$ cat config.mk
export PLATFORM = sky130hd
export DESIGN_NAME = wf3_cell
export DESIGN_NICKNAME = d
export VERILOG_FILES = /design/src/design/wf3_pkg.sv /design/src/design/wf3_cell.sv
export SDC_FILE = /design/constraint.sdc
export NUM_CORES = 1
export LEC_CHECK = 0
export BUFFER_PORTS_ARGS = -buffer_cell sky130_fd_sc_hd__buf_2
export CORE_ASPECT_RATIO = 0.7
export CORE_UTILIZATION = 43
export CTS_BUF_LIST = sky130_fd_sc_hd__clkbuf_4 sky130_fd_sc_hd__clkbuf_8
export DETAILED_ROUTE_END_ITERATION = 10
export GPL_ROUTABILITY_DRIVEN = 0
export PLACE_DENSITY_LB_ADDON = 0.15
export SETUP_SLACK_MARGIN = 0.1
export SYNTH_ARGS = -nofsm -noshare
export SYNTH_HDL_FRONTEND = slang
export SYNTH_SLANG_ARGS = --single-unit
export TNS_END_PERCENT = 1
$ cat constraint.sdc
create_clock -name clk_i -period 5.6 [get_ports clk_i]
set_clock_uncertainty 0.15 [all_clocks]
set_input_delay 1.12 -clock clk_i [delete_from_list [all_inputs] [get_ports clk_i]]
set_output_delay 1.12 -clock clk_i [all_outputs]
set_load 0.02 [all_outputs]
$ cat src/design/wf3_pkg.sv
package wf3_pkg;

  // Field and register widths
  localparam int unsigned PIX_W     = 16;
  localparam int unsigned COEF_W    = 8;
  localparam int unsigned PROD_W    = PIX_W + COEF_W;
  localparam int unsigned OUT_W     = 27;
  localparam int unsigned COLS_W    = 11;
  localparam int unsigned ROWS_W    = 13;
  localparam int unsigned KROW_W    = 3 * COEF_W;
  localparam int unsigned CFG_W     = 24;
  localparam int unsigned CFG_IDX_W = 3;

  // Image limits and line store geometry
  localparam int unsigned MAX_COLS = 1024;
  localparam int unsigned MAX_ROWS = 4096;
  localparam int unsigned ADDR_W   = $clog2(MAX_COLS);
  localparam int unsigned LINE_W   = 2 * PIX_W;

  // Register reset values
  localparam logic [COLS_W-1:0] COLS_RESET = COLS_W'(640);
  localparam logic [ROWS_W-1:0] ROWS_RESET = ROWS_W'(480);
  localparam logic [KROW_W-1:0] KTOP_RESET = KROW_W'(65791);
  localparam logic [KROW_W-1:0] KMID_RESET = KROW_W'(131326);
  localparam logic [KROW_W-1:0] KBOT_RESET = KROW_W'(65791);

  typedef enum logic [CFG_IDX_W-1:0] {
    REG_IMAGE_COLS  = 3'd0,
    REG_IMAGE_ROWS  = 3'd1,
    REG_KERNEL_TOP  = 3'd2,
    REG_KERNEL_MID  = 3'd3,
    REG_KERNEL_BOT  = 3'd4
  } wf3_reg_e;

  // Per-cycle control handed to every cell of the chain
  typedef struct packed {
    logic load;   // capture products of the column leaving the read stage
    logic step;   // fold products and neighbour partial sum into the cell register
    logic clear;  // item starts an output row: ignore the neighbour partial sum
  } wf3_cell_ctrl_t;

endpackage

$ cat src/design/wf3_cell.sv
module wf3_cell (
  input  logic                                 clk_i,
  input  wf3_pkg::wf3_cell_ctrl_t              ctrl_i,
  input  logic [2:0][wf3_pkg::PIX_W-1:0]       pix_col_i,
  input  logic [2:0][wf3_pkg::COEF_W-1:0]      coef_col_i,
  input  logic signed [wf3_pkg::OUT_W-1:0]     psum_i,
  output logic signed [wf3_pkg::OUT_W-1:0]     psum_o
);
  import wf3_pkg::*;

  logic signed [PROD_W-1:0] prod_q [3];
  logic signed [OUT_W-1:0]  acc_q;
  logic signed [OUT_W-1:0]  acc_d;

  // Multiply the incoming column by this cell's kernel column
  always_ff @(posedge clk_i) begin
    if (ctrl_i.load) begin
      for (int k = 0; k < 3; k++) begin
        prod_q[k] <= $signed(pix_col_i[k]) * $signed(coef_col_i[k]);
      end
    end
  end

  // Add the column sum to the partial sum handed over by the neighbour
  always_comb begin
    acc_d = ctrl_i.clear ? '0 : psum_i;
    for (int k = 0; k < 3; k++) begin
      acc_d = acc_d + OUT_W'(prod_q[k]);
    end
  end

  always_ff @(posedge clk_i) begin
    if (ctrl_i.step) begin
      acc_q <= acc_d;
    end
  end

  assign psum_o = acc_q;

endmodule

# Word-level counts from Yosys, hierarchy flattened
# Memory sizes are Yosys's and may differ from the RTL's.
# Index checks and enable logic that the tools add are counted.
[classes]
div = 0
n_lt_le_gt_ge = 0
mul = 3
eq_ne = 0
reduce_logical = 0
shift = 0
bitwise = 0
add_sub_neg = 3
n_mux = 3
[op_table]
columns = ["operator", "n"]
rows = [
  ["adder 27 x 24 -> 27 bit", 3],
  ["multiplier 16 x 8 -> 24 bit", 3],
  ["2-to-1 mux 27 bit", 1],
  ["2-to-1 mux 1 bit", 2],
]
[word_totals]
latch_bits = 0
register_bits = 27
memories = 1
inputBits = 103
output_inout_bits = 27
word_cells = 11
mem_bits_rw = 72
mem_bits_ro = 0
[mem_list]
columns = ["memory", "depth", "word_bits", "rd", "rd_clocked_by_memory_dff", "wr", "line", "rtl"]
rows = [
  ["prod_q", 3, 24, 3, 0, 3, "wf3_cell.sv:11", "logic signed [PROD_W-1:0] prod_q [3];"],
]

# Logic depth before layout (Yosys ltp)
[logic_depth]
depth_word = 4
ltp_mapped = 19
depth_no_buf = 17

# Least setup slack after synthesis
# Ideal clock, no wire load.
[synth_path]
path_type = "input to register"
startpoint = "input port coef_col_i[7] in the netlist's numbering"
endpoint = "memory prod_q[0][21] in the netlist's numbering (data pin)"
path_stages = 17
setup_time_ns = 0.261
required_time_ns = 5.189
t_arrival_ns = 5.209
path_buffers = 1
setup_slack_ns = -0.020
cell_sequence = "inv_1 -> buf_1 -> fa_1 -> fa_1 -> inv_1 -> fa_1 -> inv_1 -> fa_1 -> inv_1 -> ha_1 -> o211ai_1 -> o211a_1 -> nor3_2 -> o211ai_2 -> a21boi_1 -> nor4_1 -> a311o_1"
[synth_lines]
columns = ["item", "line", "rtl"]
rows = [
  ["start: declaration", "wf3_cell.sv:5", "input logic [2:0][wf3_pkg::COEF_W-1:0] coef_col_i,"],
  ["end: declaration", "wf3_cell.sv:11", ""],
]

==> flow_summary.toml <==
[hold_path]
min_from = "prod_q[0][0]$_DFFE_PP_"
worst_hold_path.num_cells = 2
hold_path_end = "psum_o[0]$_DFFE_PP_"
worstHoldPathType = "reg -> reg"

[synthesis]
synth_commonest_cells = "inv_1, fa_1, and2_1"
synth.top_cells.by_area = "fa_1, edfxtp_1, ha_1, and2_1, inv_1"
area_of_the_mapped_netlist_mm2 = 0.0191
synth.net_count = 2539
yosys.area_share.xor_xnor_pct = 4.00
synth_top_area_cell = "fa_1"
postSynthAreaPerCell_um2 = 9.95
synth_top_family_by_area = "adder cells"
yosys_most_used_dff = "edfxtp_1"
ys_seq_elements = 99
async_flop_share_pct = 0
synthCells = 1915
synth_simple_gate_area_share_pct = 16.1
complex_gate_fraction_of_the_synthesized_area_pct = 7.17
synth-edff-count = 99
yosysMostFrequentCell = "inv_1"
synth_seq_area_share_pct = 15.6
post_synth_num_cell_types = 64
synthAdderAreaFrac_pct = 48.3
synth_top_cell_area_share_pct = 37.7
synth.area.mux_share_pct = 0.0591
ys_warn_count = 0

[sta]
finalSetupViolations = 0
finalCriticalPeriod_ns = 5.34
maxClockFrequency_ghz = 0.187
drv_slew = 0
period_share_pct = 95.3
setup_tns_ns = 0
timing_worst_slew_pin_value_ns = 0.691
rsz0062_at_grt = "yes"
hold_slack_ns = 0.631
finalHoldViolCount = 0
max_transition_margin_pct = 53.9

[setup_path]
crit_start = "coef_col_i[2]"
critical-path-top-cell-by-count = "fa_1"
worst-r2r-cell-count = 12
cp_data_arrival_time_ns = 5.30
critical_path.startpoint_type = "input pin"
worst_reg_to_reg_setup_slack_ns = 1.72
cp_data_required_time_ns = 5.57
setup.worst_path.class = "in -> reg"
worst-path-max-fanout = 11
critical_path.endpoint_type = "register"
slowest_stage = "fa_1"
max_stage_delay_ns = 0.52
regToRegEndpoint = "psum_o[19]$_DFFE_PP_"
series_of_cell_instances_along_the_critical_path = "buf_2, and2_1, fa_1, fa_1, fa_1, inv_1, fa_1, inv_1, ha_1, a21oi_2, o21ai_1, a31o_2, a21oi_2, o211ai_1, a311oi_1, xnor2_1"
rr_startpoint = "prod_q[0][25]$_DFFE_PP_"

[place]
dp.cells = 2738
io_buffer_count = 129
hpwl_mm = 37.9

[global_route]
grt_first_pass_wirelength_mm = 72.1
total_routing_usage_reported_by_global_routing_pct = 20.2
grt_start_max_net_pins = 56
grt_pass1_vias = 13780
initial_antenna_violation_count = 2
grt_overflow_total = 0

[detailed_routing]
drt_first_pass_iters = 6
first_iter_violations = 769
wirelength_mm = 43.1
drt-vias-per-instance = 4.87
wl_per_cell_um = 15.6
via_count = 13409
drtAntennaViolNets = 0
number_of_remaining_drc_errors = 0

[clock_tree]
cts_tree = "yes"
clk_latency_ns = 0.37
clock_sink_count = 99
cts_root_buffer = "clkbuf_8"
htree_num_levels = 3
cts-root-to-sink-buffers = 2
tritoncts.num_buffers = 9
clk_pin_slew_ns = 0.11

[floorplanning]
core.rowCount = 64
floorplan.die_area_mm2 = 0.0452
die_width_um = 254
die_h_um = 178
floorplan.io_pins = 130
core-area_mm2 = 0.0437
start_util_pct = 43.6

[run_status]
outcome = "completed"

[finish]
stdcell_count = 2756
areaGrowthSynthToFinish_pct = 13.2
fin_nets = 2779
utilization_pct = 49.3
drive_gt1_share_pct = 13.8
fill_cells = 4167

[job]
max_cap_violations = 0
==> worst max-delay path: cells and delay by family <==
family,cells,cell delay (ns)
and+or+nand+nor,1,0.20
buffers and inverters,3,0.27
adders and majority gates,5,2.31
AOI/OAI and AO/OA,6,1.27
xor gates and xnor gates,1,0.13
==> logic make-up (layout without fill, tap and decap cells) <==
logic type	count (synthesis)	count (layout)
buffers and inverters	441	686
XOR/XNOR	87	87
other	0	2
multiplexers	1	1
AO/OA/AOI/OAI	205	205
flip-flops	99	99
adder cells (fa/ha/maj)	521	521
AND/OR/NAND/NOR	561	561
==> sequential cells by signal, summed over array words and instances (netlist names) <==
| signal | cells |
|---|---|
| prod_q | 72 |
| psum_o | 27 |
==> cell type report <==
class	count	area [um2]	area share, %
diodes	2	5.00	0.0232
clock buffers	9	124	0.574
repair buffers	259	1670	7.76
well taps	594	743	3.45
clock inverters	7	60.1	0.278
inverters	411	1540	7.15
flip-flops and latches	99	2970	13.8
multi-input cells	1375	14400	67.0
==> worst max path at each step <==
stage / to / slack [ns] / cells past startpoint
2_1_floorplan: prod_q[0][21]$_DFFE_PP_ / 0.09 / 15
3_3_place_gp: prod_q[0][43]$_DFFE_PP_ / -0.1 / 18
3_5_place_dp: prod_q[0][21]$_DFFE_PP_ / -0.18 / 16
4_1_cts: prod_q[0][21]$_DFFE_PP_ / 0.22 / 16
5_1_grt: prod_q[0][70]$_DFFE_PP_ / 0.03 / 16
6_report: prod_q[0][22]$_DFFE_PP_ / 0.26 / 16
==> cells in the final DEF, fill, tap and decap left out, types with 4 or more instances in the layout <==
cell type  Yosys  routed
a211oi_1       5       5
a21o_1        26      26
a21oi_1       58      58
a311oi_1       9       9
a31oi_1        4       4
and2_1       265     265
and3_1        12      12
buf_12         0       4
buf_2          0     128
buf_4          0     126
clkbuf_8       0       9
edfxtp_1      99      99
fa_1         359     359
ha_1         162     162
inv_1        411     411
nand2_1      100     100
nand2b_1      14      14
nand3_1       10      10
nand4_1        4       4
nor2_1        83      83
nor2b_1       39      39
nor3_1        12      12
o211ai_1       6       6
o21a_1        12      12
o21ai_0       34      33
o21ai_1        5       6
o21bai_1       9       9
o31ai_1        5       5
xnor2_1       69      69
xor2_1        18      18
==> per-stage QoR <==
stage / worst slack [ns] / instance area, um2
after CTS: 0.217 / 21500
after detailed placement: -0.184 / 21400
after global routing: 0.0285 / 21600
final: 0.263 / 21600
after floorplan: 0.0923 / 19100
after global placement: -0.0997 / 21400
==> per-layer routing <==
metal / share of wire, % / vias up / GRT usage, %
met1: 52 / 6671 / 32.4
li1: - / 6438 / -
met5: 0 / - / 0
met2: 43 / 283 / 30.7
met4: 0.44 / 0 / 1.73
met3: 4.4 / 17 / 1.68
==> repair_timing <==
item,4_1_cts,5_1_grt
hold buffers,0,0
buffers inserted,0,0
setup endpoints to repair,0,11
resized for setup,0,5
Power is left out: the tool's default activity adds up to more than one toggle a clock period on the data nets, which glitch-free logic cannot reach.
